**src/hdl/sscw_pkg.sv**
```systemverilog
// ----------------------------------------------------------------------------
// sscw_pkg
// Shared constants, types and font tables for the seven-segment char writer.
// ----------------------------------------------------------------------------
package sscw_pkg;

	localparam int CELL_W = 4;
	localparam int SEG_W  = 7;
	localparam int CHAR_W = 8;

	localparam logic [CELL_W-1:0] POS_START = 4'd10;
	localparam logic [CELL_W-1:0] POS_FULL  = 4'd15;
	localparam logic [CELL_W-1:0] CELL_LAST = 4'd10;

	localparam logic [CHAR_W-1:0] CASE_MASK  = 8'hdf;
	localparam logic [CHAR_W-1:0] CHAR_CR    = 8'h0d;
	localparam logic [CHAR_W-1:0] CHAR_LF    = 8'h0a;
	localparam logic [CHAR_W-1:0] CHAR_SPACE = 8'h20;

	typedef struct packed {
		logic             valid;
		logic             pair;
		logic [SEG_W-1:0] seg0;
		logic [SEG_W-1:0] seg1;
	} glyph_t;

	// controller -> datapath
	typedef struct packed {
		logic load;
		logic rewind;
		logic clr_start;
		logic emit_clr;
		logic emit_first;
		logic emit_second;
	} cmd_t;

	// datapath -> controller
	typedef struct packed {
		logic in_cr;
		logic in_lf;
		logic in_glyph;
		logic pair_pending;
		logic pos_full;
		logic pos_zero;
		logic clr_done;
		logic out_free;
	} sts_t;

	function automatic logic [CELL_W-1:0] cell_order(input logic [CELL_W-1:0] p);
		logic [CELL_W-1:0] r;
		case (p)
			4'd0:    r = 4'd9;
			4'd1:    r = 4'd4;
			4'd2:    r = 4'd8;
			4'd3:    r = 4'd3;
			4'd4:    r = 4'd7;
			4'd5:    r = 4'd2;
			4'd6:    r = 4'd10;
			4'd7:    r = 4'd6;
			4'd8:    r = 4'd1;
			4'd9:    r = 4'd5;
			4'd10:   r = 4'd0;
			default: r = 4'd0;
		endcase
		return r;
	endfunction

	function automatic glyph_t glyph_decode(input logic [CHAR_W-1:0] c);
		glyph_t           g;
		logic [CHAR_W-1:0] uc;
		uc = c & CASE_MASK;
		g  = '{valid: 1'b1, pair: 1'b0, seg0: 7'h00, seg1: 7'h00};
		case (uc)
			8'h41: g.seg0 = 7'h77;
			8'h42: g.seg0 = 7'h7c;
			8'h43: g.seg0 = 7'h39;
			8'h44: g.seg0 = 7'h5e;
			8'h45: g.seg0 = 7'h79;
			8'h46: g.seg0 = 7'h71;
			8'h47: g.seg0 = 7'h6f;
			8'h48: g.seg0 = 7'h74;
			8'h49: g.seg0 = 7'h30;
			8'h4a: g.seg0 = 7'h1e;
			8'h4b: begin
				g.pair = 1'b1; g.seg0 = 7'h06; g.seg1 = 7'h64;
			end
			8'h4c: g.seg0 = 7'h38;
			8'h4d: begin
				g.pair = 1'b1; g.seg0 = 7'h33; g.seg1 = 7'h27;
			end
			8'h4e: g.seg0 = 7'h54;
			8'h4f: g.seg0 = 7'h5c;
			8'h50: g.seg0 = 7'h73;
			8'h51: g.seg0 = 7'h67;
			8'h52: g.seg0 = 7'h50;
			8'h53: g.seg0 = 7'h6d;
			8'h54: g.seg0 = 7'h78;
			8'h55: g.seg0 = 7'h1c;
			8'h56: g.seg0 = 7'h3c;
			8'h57: begin
				g.pair = 1'b1; g.seg0 = 7'h3c; g.seg1 = 7'h1e;
			end
			8'h58: g.seg0 = 7'h76;
			8'h59: g.seg0 = 7'h66;
			8'h5a: g.seg0 = 7'h5b;
			default: begin
				case (c)
					8'h30:      g.seg0 = 7'h3f;
					8'h31:      g.seg0 = 7'h06;
					8'h32:      g.seg0 = 7'h5b;
					8'h33:      g.seg0 = 7'h4f;
					8'h34:      g.seg0 = 7'h66;
					8'h35:      g.seg0 = 7'h6d;
					8'h36:      g.seg0 = 7'h7d;
					8'h37:      g.seg0 = 7'h07;
					8'h38:      g.seg0 = 7'h7f;
					8'h39:      g.seg0 = 7'h6f;
					CHAR_SPACE: g.seg0 = 7'h00;
					default:    g.valid = 1'b0;
				endcase
			end
		endcase
		return g;
	endfunction

endpackage

```
**src/hdl/sscw_char_if.sv**
```systemverilog
// ----------------------------------------------------------------------------
// sscw_char_if
// Valid/ready channel carrying one character byte per beat.
// ----------------------------------------------------------------------------
interface sscw_char_if;
	logic       valid;
	logic       ready;
	logic [7:0] char_code;

	modport source (output valid, output char_code, input ready);
	modport sink   (input valid, input char_code, output ready);
endinterface

```
**src/hdl/sscw_cell_if.sv**
```systemverilog
// ----------------------------------------------------------------------------
// sscw_cell_if
// Valid/ready channel carrying one display cell write per beat.
// ----------------------------------------------------------------------------
interface sscw_cell_if;
	logic       valid;
	logic       ready;
	logic [3:0] cell_index;
	logic [6:0] segments;
	logic       last;

	modport source (output valid, output cell_index, output segments, output last,
		input ready);
	modport sink   (input valid, input cell_index, input segments, input last,
		output ready);
endinterface

```
**src/hdl/seven_segment_char_writer.sv**
```systemverilog
// ----------------------------------------------------------------------------
// seven_segment_char_writer
// Turns ASCII characters into seven-segment display cell writes.
// ----------------------------------------------------------------------------
// Flow: an accepted character sends the controller to ST_FIRST or ST_CLEAR; write
//   beats are registered, one per cycle unless the output stalls. No new character
//   is taken until its writes are issued: one (letter, digit, space, or K/M/W with
//   one slot left), two (K, M, W), eleven (CR), none (LF, ignored code, full display).
// Reset: arst_n clears the controller and output valid and sets the write
//   pointer to cell slot 10; no clearing sweep is needed.
module seven_segment_char_writer (
	input logic         clk,
	input logic         arst_n,
	sscw_char_if.sink   chr,
	sscw_cell_if.source wr
);
	import sscw_pkg::*;

	cmd_t cmd;
	sts_t sts;

	sscw_ctrl u_ctrl (
		.clk      (clk),
		.arst_n   (arst_n),
		.in_valid (chr.valid),
		.in_ready (chr.ready),
		.sts      (sts),
		.cmd      (cmd)
	);

	sscw_dp u_dp (
		.clk        (clk),
		.arst_n     (arst_n),
		.char_code  (chr.char_code),
		.cmd        (cmd),
		.sts        (sts),
		.out_valid  (wr.valid),
		.out_ready  (wr.ready),
		.cell_index (wr.cell_index),
		.segments   (wr.segments),
		.last       (wr.last)
	);

endmodule

```
**src/hdl/sscw_dp.sv**
```systemverilog
// ----------------------------------------------------------------------------
// sscw_dp
// Datapath: glyph decode, write pointer, clear counter and output register.
// ----------------------------------------------------------------------------
module sscw_dp (
	input  logic                          clk,
	input  logic                          arst_n,
	input  logic [sscw_pkg::CHAR_W-1:0]   char_code,
	input  sscw_pkg::cmd_t                cmd,
	output sscw_pkg::sts_t                sts,
	output logic                          out_valid,
	input  logic                          out_ready,
	output logic [sscw_pkg::CELL_W-1:0]   cell_index,
	output logic [sscw_pkg::SEG_W-1:0]    segments,
	output logic                          last
);
	import sscw_pkg::*;

	glyph_t            glyph;
	logic [CELL_W-1:0] pos_q;
	logic [CELL_W-1:0] cnt_q;
	logic [CELL_W-1:0] pos_next;
	logic [SEG_W-1:0]  seg0_q;
	logic [SEG_W-1:0]  seg1_q;
	logic              pair_q;
	logic              out_valid_q;
	logic [CELL_W-1:0] cell_index_q;
	logic [SEG_W-1:0]  segments_q;
	logic              last_q;
	logic              emit;

	assign glyph    = glyph_decode(char_code);
	assign pos_next = (pos_q == '0) ? POS_FULL : pos_q - 4'd1;
	assign emit     = cmd.emit_clr | cmd.emit_first | cmd.emit_second;

	always_comb begin
		sts.in_cr        = (char_code == CHAR_CR);
		sts.in_lf        = (char_code == CHAR_LF);
		sts.in_glyph     = glyph.valid;
		sts.pair_pending = pair_q;
		sts.pos_full     = (pos_q > CELL_LAST);
		sts.pos_zero     = (pos_q == '0);
		sts.clr_done     = (cnt_q == CELL_LAST);
		sts.out_free     = !out_valid_q || out_ready;
	end

	always_ff @(posedge clk or negedge arst_n) begin
		if (!arst_n) begin
			pos_q       <= POS_START;
			cnt_q       <= '0;
			pair_q      <= 1'b0;
			out_valid_q <= 1'b0;
		end else begin
			if (cmd.load)
				pair_q <= glyph.pair;
			if (cmd.rewind)
				pos_q <= POS_START;
			else if (cmd.emit_first || cmd.emit_second)
				pos_q <= pos_next;
			if (cmd.clr_start)
				cnt_q <= '0;
			else if (cmd.emit_clr)
				cnt_q <= cnt_q + 4'd1;
			if (emit)
				out_valid_q <= 1'b1;
			else if (out_ready)
				out_valid_q <= 1'b0;
		end
	end

	always_ff @(posedge clk) begin
		if (cmd.load) begin
			seg0_q <= glyph.seg0;
			seg1_q <= glyph.seg1;
		end
		if (cmd.emit_clr) begin
			cell_index_q <= cell_order(cnt_q);
			segments_q   <= '0;
			last_q       <= (cnt_q == CELL_LAST);
		end else if (cmd.emit_first) begin
			cell_index_q <= cell_order(pos_q);
			segments_q   <= seg0_q;
			last_q       <= !pair_q || (pos_q == '0);
		end else if (cmd.emit_second) begin
			cell_index_q <= cell_order(pos_q);
			segments_q   <= seg1_q;
			last_q       <= 1'b1;
		end
	end

	assign out_valid  = out_valid_q;
	assign cell_index = cell_index_q;
	assign segments   = segments_q;
	assign last       = last_q;

endmodule

```
**src/hdl/sscw_ctrl.sv**
```systemverilog
// ----------------------------------------------------------------------------
// sscw_ctrl
// Controller: accepts a character and sequences the cell write beats.
// ----------------------------------------------------------------------------
module sscw_ctrl (
	input  logic           clk,
	input  logic           arst_n,
	input  logic           in_valid,
	output logic           in_ready,
	input  sscw_pkg::sts_t sts,
	output sscw_pkg::cmd_t cmd
);
	import sscw_pkg::*;

	typedef enum logic [1:0] {
		ST_IDLE,
		ST_CLEAR,
		ST_FIRST,
		ST_SECOND
	} state_t;

	state_t state_q;
	logic   accept;

	assign in_ready = (state_q == ST_IDLE);
	assign accept   = in_valid && in_ready;

	always_comb begin
		cmd             = '0;
		cmd.load        = accept;
		cmd.rewind      = accept && (sts.in_cr || sts.in_lf);
		cmd.clr_start   = accept && sts.in_cr;
		cmd.emit_clr    = (state_q == ST_CLEAR)  && sts.out_free;
		cmd.emit_first  = (state_q == ST_FIRST)  && sts.out_free;
		cmd.emit_second = (state_q == ST_SECOND) && sts.out_free;
	end

	always_ff @(posedge clk or negedge arst_n) begin
		if (!arst_n) begin
			state_q <= ST_IDLE;
		end else begin
			case (state_q)
				ST_IDLE: begin
					if (accept) begin
						if (sts.in_cr)
							state_q <= ST_CLEAR;
						else if (!sts.in_lf && sts.in_glyph && !sts.pos_full)
							state_q <= ST_FIRST;
					end
				end
				ST_CLEAR: begin
					if (sts.out_free && sts.clr_done)
						state_q <= ST_IDLE;
				end
				ST_FIRST: begin
					if (sts.out_free) begin
						if (sts.pair_pending && !sts.pos_zero)
							state_q <= ST_SECOND;
						else
							state_q <= ST_IDLE;
					end
				end
				ST_SECOND: begin
					if (sts.out_free)
						state_q <= ST_IDLE;
				end
				default: state_q <= ST_IDLE;
			endcase
		end
	end

	a_emit_onehot: assert property (@(posedge clk) disable iff (!arst_n)
		$onehot0({cmd.emit_clr, cmd.emit_first, cmd.emit_second}))
		else $error("more than one emit command");

	a_emit_free: assert property (@(posedge clk) disable iff (!arst_n)
		(cmd.emit_clr || cmd.emit_first || cmd.emit_second) |-> sts.out_free)
		else $error("emit while output register occupied");

	a_write_not_full: assert property (@(posedge clk) disable iff (!arst_n)
		(state_q == ST_FIRST || state_q == ST_SECOND) |-> !sts.pos_full)
		else $error("glyph write with full display");

	a_second_pair: assert property (@(posedge clk) disable iff (!arst_n)
		(state_q == ST_SECOND) |-> sts.pair_pending)
		else $error("second write without pair glyph");

endmodule

```
**src/flat_wrapper.sv**
```systemverilog
// flat-port wrapper written by rule: the top's interface ports become plain ports
module seven_segment_char_writer_flat import sscw_pkg::*;
  (clk, arst_n, chr_valid, chr_char_code, chr_ready, wr_valid, wr_cell_index, wr_segments, wr_last, wr_ready);
  sscw_char_if chr_i ();
  sscw_cell_if wr_i ();
  input logic clk;
  input logic arst_n;
  input wire logic [$bits(chr_i.valid)-1:0] chr_valid;
  input wire logic [$bits(chr_i.char_code)-1:0] chr_char_code;
  output wire logic [$bits(chr_i.ready)-1:0] chr_ready;
  output wire logic [$bits(wr_i.valid)-1:0] wr_valid;
  output wire logic [$bits(wr_i.cell_index)-1:0] wr_cell_index;
  output wire logic [$bits(wr_i.segments)-1:0] wr_segments;
  output wire logic [$bits(wr_i.last)-1:0] wr_last;
  input wire logic [$bits(wr_i.ready)-1:0] wr_ready;
  assign chr_i.valid = chr_valid;
  assign chr_i.char_code = chr_char_code;
  assign chr_ready = chr_i.ready;
  assign wr_valid = wr_i.valid;
  assign wr_cell_index = wr_i.cell_index;
  assign wr_segments = wr_i.segments;
  assign wr_last = wr_i.last;
  assign wr_i.ready = wr_ready;
  seven_segment_char_writer u_core (.clk(clk), .arst_n(arst_n), .chr(chr_i), .wr(wr_i));
endmodule
```
**config.mk**
```make
export PLATFORM = sky130hd
export DESIGN_NAME = seven_segment_char_writer_flat
export DESIGN_NICKNAME = d
export VERILOG_FILES = /design/src/hdl/sscw_pkg.sv /design/src/hdl/sscw_char_if.sv /design/src/hdl/sscw_cell_if.sv /design/src/hdl/seven_segment_char_writer.sv /design/src/hdl/sscw_dp.sv /design/src/hdl/sscw_ctrl.sv /design/src/flat_wrapper.sv
export SDC_FILE = /design/constraint.sdc
export NUM_CORES = 1
export LEC_CHECK = 0
export ABC_CLOCK_PERIOD_IN_PS = 1900
export BUFFER_PORTS_ARGS = -buffer_cell sky130_fd_sc_hd__buf_4
export CORE_MARGIN = 5
export CORE_UTILIZATION = 25
export CTS_CLUSTER_SIZE = 20
export DETAILED_ROUTE_END_ITERATION = 8
export SYNTH_ARGS = -nofsm -noshare
export SYNTH_HDL_FRONTEND = slang
export SYNTH_SLANG_ARGS = --single-unit
```
**constraint.sdc**
```tcl
create_clock -name clk -period 1.9 [get_ports clk]
set_clock_uncertainty 0.1 [all_clocks]
set_input_delay 0.475 -clock clk [delete_from_list [all_inputs] [get_ports clk]]
set_output_delay 0.475 -clock clk [all_outputs]
set_load 0.005 [all_outputs]
```
Yosys cells after proc, flatten, opt, wreduce, memory -nomap -nowiden
Memory sizes are Yosys's and may differ from the RTL's.
Index checks and enable logic that the tools add are counted.
{"block": "op_classes", "n_addsub": 2, "n_lt_le_gt_ge": 1, "n_eq_ne": 48, "mux": 29, "bitwise": 2, "reduce_logical": 31}
{"operator": "7-bit by 6-bit equality test with 1-bit output (second input constant)", "n": 26}
{"operator": "7-bit case mux with 25 select lines", "n": 1}
{"operator": "8-bit by 6-bit equality test with 1-bit output (second input constant)", "n": 11}
{"operator": "7-bit case mux with 10 select lines", "n": 1}
{"operator": "4-bit 2-to-1 mux", "n": 8}
{"operator": "26-bit OR reduction", "n": 1}
{"operator": "7-bit case mux with 3 select lines", "n": 1}
{"operator": "8-bit by 4-bit equality test with 1-bit output (second input constant)", "n": 2}
{"operator": "2-bit 2-to-1 mux", "n": 7}
{"operator": "7-bit 2-to-1 mux", "n": 2}
{"operator": "11-bit OR reduction", "n": 1}
{"operator": "1-bit logical AND", "n": 10}
{"operator": "1-bit 2-to-1 mux", "n": 8}
{"operator": "2-bit case mux with 4 select lines", "n": 1}
{"operator": "2-bit nonzero test", "n": 4}
{"operator": "1-bit zero test", "n": 5}
{"operator": "5-bit AND reduction", "n": 1}
{"operator": "4-bit by 1-bit adder with 4-bit output (second input constant)", "n": 1}
{"operator": "2-bit equality test (second input constant)", "n": 2}
{"operator": "4-bit equality test (second input constant)", "n": 1}
{"operator": "4-bit > comparator (second input constant)", "n": 1}
{"operator": "4-bit zero test", "n": 1}
{"operator": "1-bit logical OR", "n": 4}
{"operator": "2-bit by 1-bit != test with 1-bit output (second input constant)", "n": 2}
{"operator": "9 further kinds", "n": 11}
{"block": "totals", "register_bits": 38, "romBits": 192, "in_bits": 12, "output_inout_bits": 14, "word_cells": 126, "memories": 3}
{"name": "(name not given)", "words": 16, "width": 4, "rd": 1, "rd_ports_with_merged_regs": 0, "wr": 0, "line_no": "sscw_pkg.sv:51", "source": "case (p)"}
{"name": "(name not given)", "words": 16, "width": 4, "rd": 1, "rd_ports_with_merged_regs": 0, "wr": 0, "line_no": "sscw_pkg.sv:51"}
{"name": "(name not given)", "words": 16, "width": 4, "rd": 1, "rd_ports_with_merged_regs": 0, "wr": 0, "line_no": "sscw_pkg.sv:51"}

Depth between registers and ports, before layout
Gate-level depths: netlist of the first run.
{"block": "logic_depth", "word_depth": 10, "ltp_mapped": 7, "mapped_depth_nobuf": 7}

Hierarchy
From an unflattened synthesis of the first run, not the netlist that was laid out.
{"block": "unflattened", "hier_cells": 310, "hier_area_um2": 2625.0}
{"mod": "sscw_dp", "instances": 1, "cells_per_inst": 290, "area_per_inst_um2": 2461.1, "seq_area_each_um2": 933.4}
{"mod": "sscw_ctrl", "instances": 1, "cells_per_inst": 20, "area_per_inst_um2": 163.9, "seq_area_each_um2": 50.0}

Worst setup path before layout of the first run
OpenSTA, ideal clock, no wires.
{"block": "synth_timing", "path_kind": "in2reg", "start": "input port chr_char_code[7]", "end": "register u_core.u_dp.seg0_q[5] (data pin)", "setup_ps": 140, "arrival_ps": 1696, "required_time_ps": 1660, "path_slack_ps": -37, "cell_stages": 7, "n_path_buf": 2, "path_cell_list": "buf_6 > and4bb_1 > buf_4 > o21ai_2 > a221o_1 > a31o_1 > a21oi_2"}
{"item": "start, declared", "line_no": "flat_wrapper.sv:9", "source": "input wire logic [$bits(chr_i.char_code)-1:0] chr_char_code;"}
{"item": "end signal, assigned", "line_no": "sscw_dp.sv:73", "source": "seg0_q <= glyph.seg0;"}
{"item": "end, declared", "line_no": "sscw_dp.sv:23", "source": "logic [SEG_W-1:0] seg0_q;"}

Worst setup path after layout of the first run
{"block": "layout_timing", "start": "register u_core.u_ctrl.state_q[1]", "end": "output port chr_ready"}
{"block": "layout_between", "elab_chain_len": 1}
{"item": "start, declared", "line_no": "sscw_ctrl.sv:22", "source": "state_t state_q;"}
{"item": "start signal, assigned", "line_no": "sscw_ctrl.sv:40", "source": "state_q <= ST_IDLE;"}
{"item": "start signal, assigned", "line_no": "sscw_ctrl.sv:46", "source": "state_q <= ST_CLEAR;"}
{"item": "start signal, assigned", "line_no": "sscw_ctrl.sv:48", "source": "state_q <= ST_FIRST;"}
{"item": "2-bit zero test", "line_no": "sscw_ctrl.sv:25", "source": "assign in_ready = (state_q == ST_IDLE);"}
{"item": "end, declared", "line_no": "flat_wrapper.sv:10", "source": "output wire logic [$bits(chr_i.ready)-1:0] chr_ready;"}
No other way between the ends.

==> flow_metrics.env, run 1 <==
export IMPL_cpPeakStageDelay_ps=390
export IMPL_cp_max_fo=7
export IMPL_ys_seq_elements=37
export IMPL_detail_route_wl_per_cell_um=13.0
export IMPL_syn2layout_area_growth_pct=28.9
export IMPL_die_height_um=111
export IMPL_ys_top_cells_by_area="edfxtp_1, dfrtp_1, a21oi_1"
export IMPL_clk_path_buf_depth=2
export IMPL_ir_drop_mv=0.317
export IMPL_cts_root_buffer="clkbuf_8"
export IMPL_grt_antenna_before_repair=0
export IMPL_fin_nets=385
export IMPL_cp_slowest_cell="dfrtp_1"
export IMPL_period_share_pct=93.3
export IMPL_synth_area_um2=2540
export IMPL_drtAntennaViolNets=0
export IMPL_drc=0
export IMPL_async_flop_share_pct=32.4
export IMPL_final_common_cell="buf_4"
export IMPL_end_kind="output pin"
export IMPL_rsz0062_at_grt="no"
export IMPL_r2r_cells=6
export IMPL_hold_path_class="reg2reg"
export IMPL_drt_iter0_markers=155
export IMPL_min_path_cells=2
export IMPL_crit_family="buffers and inverters"
export IMPL_crit_type="reg2out"
export IMPL_cpMostUsedCell="buf_4"
export IMPL_final_seq_area_um2=983
export IMPL_clock_latency_ps=290
export IMPL_mostFrequentLayoutCells="buf_4, nand2_1, a21oi_1"
export IMPL_fin_crit_ps=1770
export IMPL_vias_per_cell=4.89
export IMPL_placed_area_um2=3140
export IMPL_synth_cells=309
export IMPL_arrival_ps=1200
export IMPL_first_pass_iters=5
export IMPL_cp_depth=4
export IMPL_multi_input_area_um2=1400
export IMPL_ys_seq_area_share_pct=38.7
export IMPL_cts_buffers=5
export IMPL_cts_tree="done"
export IMPL_vias=2435
export IMPL_max_cap_viol_count=0
export IMPL_rows=36
export IMPL_cts_setup_buffers=0
export IMPL_syn_mean_instance_area_um2=8.23
export IMPL_worst_ep_required_time_ps=1320
export IMPL_slew_headroom_pct=71.5
export IMPL_synth_flop_cell="edfxtp_1"
export IMPL_cp_start_kind="flip-flop"
export IMPL_grt_pass1_vias=2312
export IMPL_yosys_area_top_type_share_pct=21.2
export IMPL_grt_pass1_wl_mm=11.2
export IMPL_worst_pin_slew_ps=427
export IMPL_totalWireLength_mm=6.50
export IMPL_cts_hold_buf=1
export IMPL_grt_max_degree=27
export IMPL_io_buffers=25
export IMPL_layout_drive_gt1_share_pct=23.8
export IMPL_diodes=0
export IMPL_grt_usage_pct=10.7
export IMPL_synth_distinct_cells=56
export IMPL_fp_dieW_um=111
export IMPL_ios=26
export IMPL_power_per_cell_area_nw_per_um2=891
export IMPL_p_leak_nw=1.31
export IMPL_htree_levels=2
export IMPL_ctsResizeCount=0
export IMPL_routabilityCongestion=0.865
export IMPL_clock_fmax_mhz=564
export IMPL_ys_warn_count=0
export IMPL_synth_edf_count=18
export IMPL_start_util_pct=25.8
export IMPL_hpwl_mm=4.96
export IMPL_grt_overflow=0
export IMPL_final_setup_viol_count=0
export IMPL_synth_largest_area_cell="edfxtp_1"
export IMPL_fillCellCount=1007
export IMPL_path_clk_slew_ps=80
export IMPL_cts_sinks=37
export IMPL_worstPathCellList="buf_4 -> nor2_1 -> buf_4 -> buf_4"
export IMPL_core_area_um2=9860
export IMPL_status="completed"
export IMPL_design_area_um2=3280
export IMPL_fp_dieArea_um2=12300
export IMPL_synth_nets=330
export IMPL_critPathBufInv=3
export IMPL_final_core_util_pct=33.2
export IMPL_finalHoldViolations=0
export IMPL_final_max_slew_viol_count=0
[kinds of logic after synthesis]
logic type	share of synthesized area (%)
xor+xnor	1.38
simple gates	22.9
compound gates	23.0
fa+ha+maj	4.43
buf+inv	6.44
mux	3.20
flops	38.7
[worst paths after layout]
check	startpoint	end	slack, ps
max	u_core.u_ctrl.state_q[1]	chr_ready	130
min	u_core.u_dp.segments[5]	u_core.u_dp.segments[5]	360
max reg2reg	u_core.u_dp.pos_q[1]	u_core.u_dp.last	180
min reg2reg	u_core.u_dp.segments[5]	u_core.u_dp.segments[5]	360
max in group asynchronous	arst_n	u_core.u_dp.pos_q[3]	1010
min in group asynchronous	arst_n	u_core.u_ctrl.state_q[0]	450
[area by class of cell]
type / instances / share of cell area (%)
Clock inverter: 2 / 1.18
Tap cell: 133 / 5.08
Timing Repair Buffer: 73 / 16.8
Sequential cell: 37 / 30.0
Clock buffer: 6 / 2.86
Multi-Input combinational cell: 234 / 42.6
Inverter: 13 / 1.49
[layer usage]
| layer | vias up | wire [um] | track usage, % |
|---|---|---|---|
| met1 | 1126 | 3240 | 14.9 |
| met5 | - | 0 | 0 |
| met3 | 12 | 304 | 2.13 |
| met2 | 69 | 2870 | 16.6 |
| met4 | 0 | 85 | 3.28 |
| li1 | 1228 | - | - |
[power by group]
| part | total, mW | internal [mW] | switching, mW |
|---|---|---|---|
| clock | 0.770 | 0.476 | 0.295 |
| combinational | 0.965 | 0.464 | 0.501 |
| sequential | 1.18 | 1.06 | 0.127 |
[state kept, by name (all words and copies together), names as in the netlist, 2 cells and up]
register	count
u_core.u_dp.seg0_q	7
u_core.u_dp.segments	7
u_core.u_dp.seg1_q	6
u_core.u_dp.cell_index	4
u_core.u_dp.cnt_q	4
u_core.u_dp.pos_q	4
u_core.u_ctrl.state_q	2
[worst reg2reg max path: stages (launching register included)]
cell,delay [ps]
dfstp_2,560
inv_1,90
ha_1,220
inv_1,90
nor3_1,60
nor3_1,230
o21ai_0,110
[synthesized netlist by cell type, drive strengths merged (2+ instances only)]
library cell,instances
buf,13
nor3b,2
o21a,2
nand3,6
a32oi,2
nor2,25
o22ai,5
nand2,35
ha,9
a21oi,31
mux2i,7
nand2b,9
or3,4
dfstp,2
o31ai,6
dfrtp,10
nand3b,2
a211oi,4
inv,12
o221ai,2
xnor2,3
a31oi,3
clkbuf,12
edfxtp,18
nand4,4
dfxtp,7
o21ai,32
nor4,4
a221o,2
nor2b,9
nor3,10
[per-stage QoR]
stage	TNS, ps	hold slack (ps)	std cells	setup slack (ps)	total power, mW
after detailed placement	-77.4	231	489	-47.3	2.17
after floorplan	-9.11	79.4	309	-9.11	1.76
after global routing	0	377	498	28.2	3.14
final	0	358	498	127	2.92
after global placement	-56.1	228	489	-23.5	2.14
after CTS	0	368	498	119	2.95
(Power assumes the default switching activity.)
==> run 2, diff against run 1 <==
ABC_AREA = 1   (was not set)
CTS_CLUSTER_DIAMETER = 60   (was not set)
PLACE_DENSITY = 0.47   (was not set)
==> flow_metrics.env, run 2 <==
export IMPL_cts_tree="done"
export IMPL_layout_drive_gt1_share_pct=31.0
export IMPL_worst_pin_slew_ps=399
export IMPL_rows=36
export IMPL_synth_nets=363
export IMPL_synth_distinct_cells=37
export IMPL_drc=0
export IMPL_crit_type="in2reg"
export IMPL_end_kind="flip-flop"
export IMPL_rsz0062_at_grt="no"
export IMPL_cts_buffers=5
export IMPL_final_setup_viol_count=0
export IMPL_arrival_ps=1720
export IMPL_grt_usage_pct=12.8
export IMPL_clk_path_buf_depth=2
export IMPL_status="completed"
export IMPL_synth_top_family_by_area="simple AND/OR/NAND/NOR gates"
export IMPL_syn_mean_instance_area_um2=7.30
export IMPL_final_seq_area_um2=983
export IMPL_htree_levels=2
export IMPL_die_height_um=110
export IMPL_p_int_mw=2.24
export IMPL_ys_top_cells_by_area="edfxtp_1, nand2_1, dfrtp_1"
export IMPL_fin_crit_ps=1810
export IMPL_power_per_cell_area_nw_per_um2=1020
export IMPL_grt_overflow=0
export IMPL_yosys_area_share_simple_pct=33.8
export IMPL_syn2layout_area_growth_pct=39.2
export IMPL_drt_iter0_markers=119
export IMPL_synth_flop_cell="edfxtp_1"
export IMPL_hold_path_class="reg2reg"
export IMPL_synth_xor_area_share_pct=0
export IMPL_crit_path_end="u_core.u_dp.seg0_q[2]"
export IMPL_slew_headroom_pct=73.2
export IMPL_design_area_um2=3480
export IMPL_yosys_area_top_type_share_pct=21.6
export IMPL_yosysMostFrequentCell="nand2_1"
export IMPL_async_flop_share_pct=32.4
export IMPL_max_cap_viol_count=0
export IMPL_worst_ep_required_time_ps=1810
export IMPL_crit_path_start="chr_char_code[7]"
export IMPL_path_clk_slew_ps=70
export IMPL_synth_cells=342
export IMPL_p_total_mw=3.56
export IMPL_synth_fa_ha_area_share_pct=4.51
export IMPL_finalHoldViolations=0
export IMPL_synth_edf_count=18
export IMPL_synthMuxAreaShare_pct=0
export IMPL_core_area_um2=9770
export IMPL_p_clk_share_pct=15.4
export IMPL_cts_sinks=37
export IMPL_synth_compound_area_share_pct=13.8
export IMPL_worst_hold_slack_ps=396
export IMPL_ys_seq_area_share_pct=39.4
export IMPL_seqPwrFrac_pct=39.6
export IMPL_detail_route_wl_per_cell_um=12.7
export IMPL_switching_share_pct=37.1
export IMPL_io_buffers=25
export IMPL_start_util_pct=25.6
export IMPL_multi_input_area_um2=1330
export IMPL_ios=26
export IMPL_synth_largest_area_cell="edfxtp_1"
export IMPL_grt_antenna_before_repair=0
export IMPL_drtAntennaViolNets=0
export IMPL_grt_pass1_vias=2540
export IMPL_final_max_slew_viol_count=0
export IMPL_reg2reg_slack_ps=130
export IMPL_switchingPower_mw=1.32
export IMPL_clock_fmax_mhz=553
export IMPL_mostFrequentLayoutCells="buf_4, nand2_1, nor2_1"
export IMPL_cp_max_fo=11
export IMPL_synth_area_um2=2500
export IMPL_netlist_top_cells_count="nand2_1, nor2_1, inv_1, nand3_1, o21ai_0"
export IMPL_clock_latency_ps=280
export IMPL_totalWireLength_mm=7.30
export IMPL_p_leak_nw=1.70
export IMPL_vias_per_cell=4.41
export IMPL_placed_area_um2=3340
export IMPL_fin_tns_setup_ps=0
export IMPL_r2r_start="u_core.u_dp.pos_q[1]"
export IMPL_first_pass_iters=4
export IMPL_pwr_share_comb_pct=45.0
export IMPL_r2r_cells=10
export IMPL_ys_seq_elements=37
export IMPL_routabilityCongestion=0.885
export IMPL_diodes=0
export IMPL_final_common_cell="buf_4"
export IMPL_ys_warn_count=0
export IMPL_r2r_end="u_core.u_dp.last"
export IMPL_vias=2538
export IMPL_fillCellCount=1063
export IMPL_grt_pass1_wl_mm=12.2
export IMPL_cts_root_buffer="clkbuf_8"
export IMPL_ir_drop_mv=0.437
export IMPL_grt_max_degree=18
export IMPL_cp_start_kind="primary input"
export IMPL_period_share_pct=95.2
export IMPL_fp_dieArea_um2=12100
export IMPL_fp_dieW_um=110
export IMPL_fin_nets=462
export IMPL_hpwl_mm=6.09
-- run 2: worst max-delay path, stage by stage --
cell     delay [ps]
buf_4            90
inv_2            30
buf_4           110
nand2_1          80
nor2_1           50
buf_4           170
nand2_1         110
nand3_1         110
nor4_1          360
nand3_1         130
-- run 2: power by group through the flow --
| stage | logic, mW | clock network (mW) | registers [mW] |
|---|---|---|---|
| after floorplan | 0.912 | 0 | 1.40 |
| after global placement | 1.59 | 0 | 1.42 |
| after detailed placement | 1.59 | 0 | 1.42 |
| after CTS | 1.59 | 0.569 | 1.41 |
| after global routing | 1.83 | 0.601 | 1.45 |
| final | 1.60 | 0.550 | 1.41 |
-- run 2: metrics by stage --
stage / worst slack [ps] / utilization [%] / std cells
floorplan: 55.2 / - / 342
global placement: -253 / 34.2 / 565
detailed placement: -232 / 34.2 / 565
CTS: 73.3 / 35.2 / 574
global route: 10.3 / 35.6 / 575
finish: 90.6 / 35.6 / 575
-- run 2: how the worst min path moves through the flow --
stage                                 start                       end  slack [ps]  depth (start not counted)
floorplan                            arst_n  u_core.u_ctrl.state_q[0]          80                          0
global route          u_core.u_dp.seg0_q[3]   u_core.u_dp.segments[3]         410                          2
global placement                     arst_n      u_core.u_dp.cnt_q[2]         240                          1
finish              u_core.u_dp.segments[1]   u_core.u_dp.segments[1]         400                          2
CTS                   u_core.u_dp.seg0_q[3]   u_core.u_dp.segments[3]         390                          2
detailed placement                   arst_n      u_core.u_dp.pos_q[2]         240                          1
-- run 2: cell families (layout without fill, tap and decap cells) --
kind of cell,after synthesis,after routing
AOI/OAI and AO/OA,56,56
and+or+nand+nor,187,187
DFF,37,37
buffers and inverters,53,153
adders and majority gates,9,9
-- run 2: what timing repair did --
action	CTS	global route
setup endpoints to repair	0	9
endpoints found under the hold margin	10	0
hold buffers	1	0
resized for setup	0	10
setup buffers	0	1
-- run 2: final cells by class --
cell class	instances	area share [%]
clock buffer	8	2.59
inverter	49	5.29
sequential	37	28.3
tap	133	4.79
timing repair buffer	96	20.8
multi-input combinational	252	38.2
-- run 2: metal layers --
layer	up-vias	track usage (%)	share of wire [%]	wire [um]
li1	1349	-	-	-
met2	53	20.7	46	3330
met1	1124	17.5	49	3580
met5	-	0	0	0
met3	12	1.76	3.2	236
met4	0	4.27	2.1	154
==> run 3, diff against run 2 <==
ABC_AREA = 0   (was 1)
CORE_UTILIZATION = 59   (was 25)
PLACE_DENSITY = 0.87   (was 0.47)
==> flow_metrics.env, run 3 (synthesis gave the netlist of run 1 again) <==
export IMPL_layout_setup_ws_ps=116
export IMPL_grt_antenna_before_repair=0
export IMPL_mostFrequentLayoutCells="buf_4, nand2_1, a21oi_1"
export IMPL_htree_levels=2
export IMPL_start_util_pct=62.2
export IMPL_pwr_share_comb_pct=36.4
export IMPL_hold_path_class="reg2reg"
export IMPL_reg2reg_slack_ps=120
export IMPL_fin_nets=372
export IMPL_worst_pin_slew_ps=446
export IMPL_final_max_slew_viol_count=0
export IMPL_vias=2453
export IMPL_p_int_mw=1.77
export IMPL_p_leak_nw=1.23
export IMPL_place_inst=393
export IMPL_die_height_um=75.7
export IMPL_arrival_ps=1710
export IMPL_worst_ep_required_time_ps=1830
export IMPL_grt_usage_pct=24.5
export IMPL_detail_route_wl_per_cell_um=16.2
export IMPL_drtAntennaViolNets=0
export IMPL_switching_share_pct=35.1
export IMPL_seqPwrFrac_pct=43.9
export IMPL_grt_overflow=0
export IMPL_fin_crit_ps=1780
export IMPL_final_common_cell="buf_4"
export IMPL_final_core_util_pct=74.7
export IMPL_design_area_um2=3050
export IMPL_finalHoldViolations=0
export IMPL_grt_max_degree=24
export IMPL_power_per_cell_area_nw_per_um2=896
export IMPL_end_kind="flip-flop"
export IMPL_clk_path_buf_depth=2
export IMPL_clock_latency_ps=290
export IMPL_fp_dieArea_um2=5720
export IMPL_final_cell_count_no_fill=402
export IMPL_rows=23
export IMPL_clock_fmax_mhz=561
export IMPL_diodes=0
export IMPL_crit_type="reg2reg"
export IMPL_fp_dieW_um=75.7
export IMPL_period_share_pct=93.9
export IMPL_cp_start_kind="flip-flop"
export IMPL_drc=0
export IMPL_cts_root_buffer="clkbuf_8"
export IMPL_status="completed"
export IMPL_fillCellCount=309
export IMPL_final_setup_viol_count=0
export IMPL_placed_area_um2=2950
export IMPL_syn2layout_area_growth_pct=20.1
export IMPL_switchingPower_uw=961
export IMPL_first_pass_iters=5
export IMPL_place_ws_ps=-89.8
export IMPL_grt_pass1_vias=2362
export IMPL_core_area_um2=4090
export IMPL_rsz0062_at_grt="no"
export IMPL_cts_buffers=5
export IMPL_io_buffers=25
export IMPL_slew_headroom_pct=69.8
export IMPL_layout_drive_gt1_share_pct=21.3
export IMPL_ir_drop_mv=0.363
export IMPL_cts_tree="done"
export IMPL_vias_per_cell=6.10
export IMPL_grt_pass1_wl_mm=10.7
export IMPL_p_clk_share_pct=19.7
export IMPL_path_clk_slew_ps=70
export IMPL_cts_sinks=37
export IMPL_max_cap_viol_count=0
export IMPL_totalWireLength_mm=6.50
export IMPL_drt_iter0_markers=187
export IMPL_ios=26
export IMPL_routabilityCongestion=1.01
export IMPL_hpwl_mm=4.92
export IMPL_cp_max_fo=5
run 3: layer usage:
metal / GRT usage, % / part of all wire, %
met2: 43.9 / 52
met4: 9.71 / 2.3
met1: 29.1 / 40
met3: 3.96 / 5.0
met5: 0 / 0
run 3: critical path: stages (launching register included):
cell and delay (ps):
dfstp_2 560, inv_1 110, ha_1 240, inv_1 120, nor3_2 70, nor3_2 200
o21ai_0 120
run 3: final timing paths:
path	to	depth (start not counted)	start
worst max-delay path	u_core.u_dp.last	6	u_core.u_dp.pos_q[1]
worst min-delay path	u_core.u_dp.segments[6]	2	u_core.u_dp.segments[6]
worst max register to register	u_core.u_dp.last	6	u_core.u_dp.pos_q[1]
worst min register to register	u_core.u_dp.segments[6]	2	u_core.u_dp.segments[6]
max in group asynchronous	u_core.u_dp.pos_q[1]	2	arst_n
min in group asynchronous	u_core.u_dp.pair_q	2	arst_n
run 3: final cells by class:
type                            count  area [um2]  area share (%)
Tap cell                           50        62.6            2.05
Inverter                           13        48.8            1.60
Clock buffer                        6        72.6            2.38
Multi-Input combinational cell    234        1410            46.0
Clock inverter                      2        15.0           0.492
Timing Repair Buffer               60         465            15.2
Sequential cell                    37         983            32.2
run 3: power by group through the flow:
| stage | combinational [mW] | clock [mW] | sequential [mW] |
|---|---|---|---|
| after detailed placement | 0.967 | 0 | 1.21 |
| after CTS | 0.981 | 0.540 | 1.20 |
| final | 0.996 | 0.538 | 1.20 |
| after global placement | 0.915 | 0 | 1.19 |
| after floorplan | 0.582 | 0 | 1.18 |
| after global routing | 1.12 | 0.571 | 1.23 |
run 3: repair_timing:
item                                    CTS  global route
resized for setup                         0             3
hold buffers                              1             0
setup buffers                             0             0
hold endpoints to repair                 10             0
endpoints found under the setup margin    0             3
run 3: metrics by stage:
stage	hold slack, ps	TNS (ps)	power (mW)
2_1_floorplan	79.4	-9.11	1.76
3_3_place_gp	219	-41.0	2.11
3_5_place_dp	225	-97.6	2.18
4_1_cts	362	0	2.72
5_1_grt	393	0	2.91
6_report	359	0	2.74
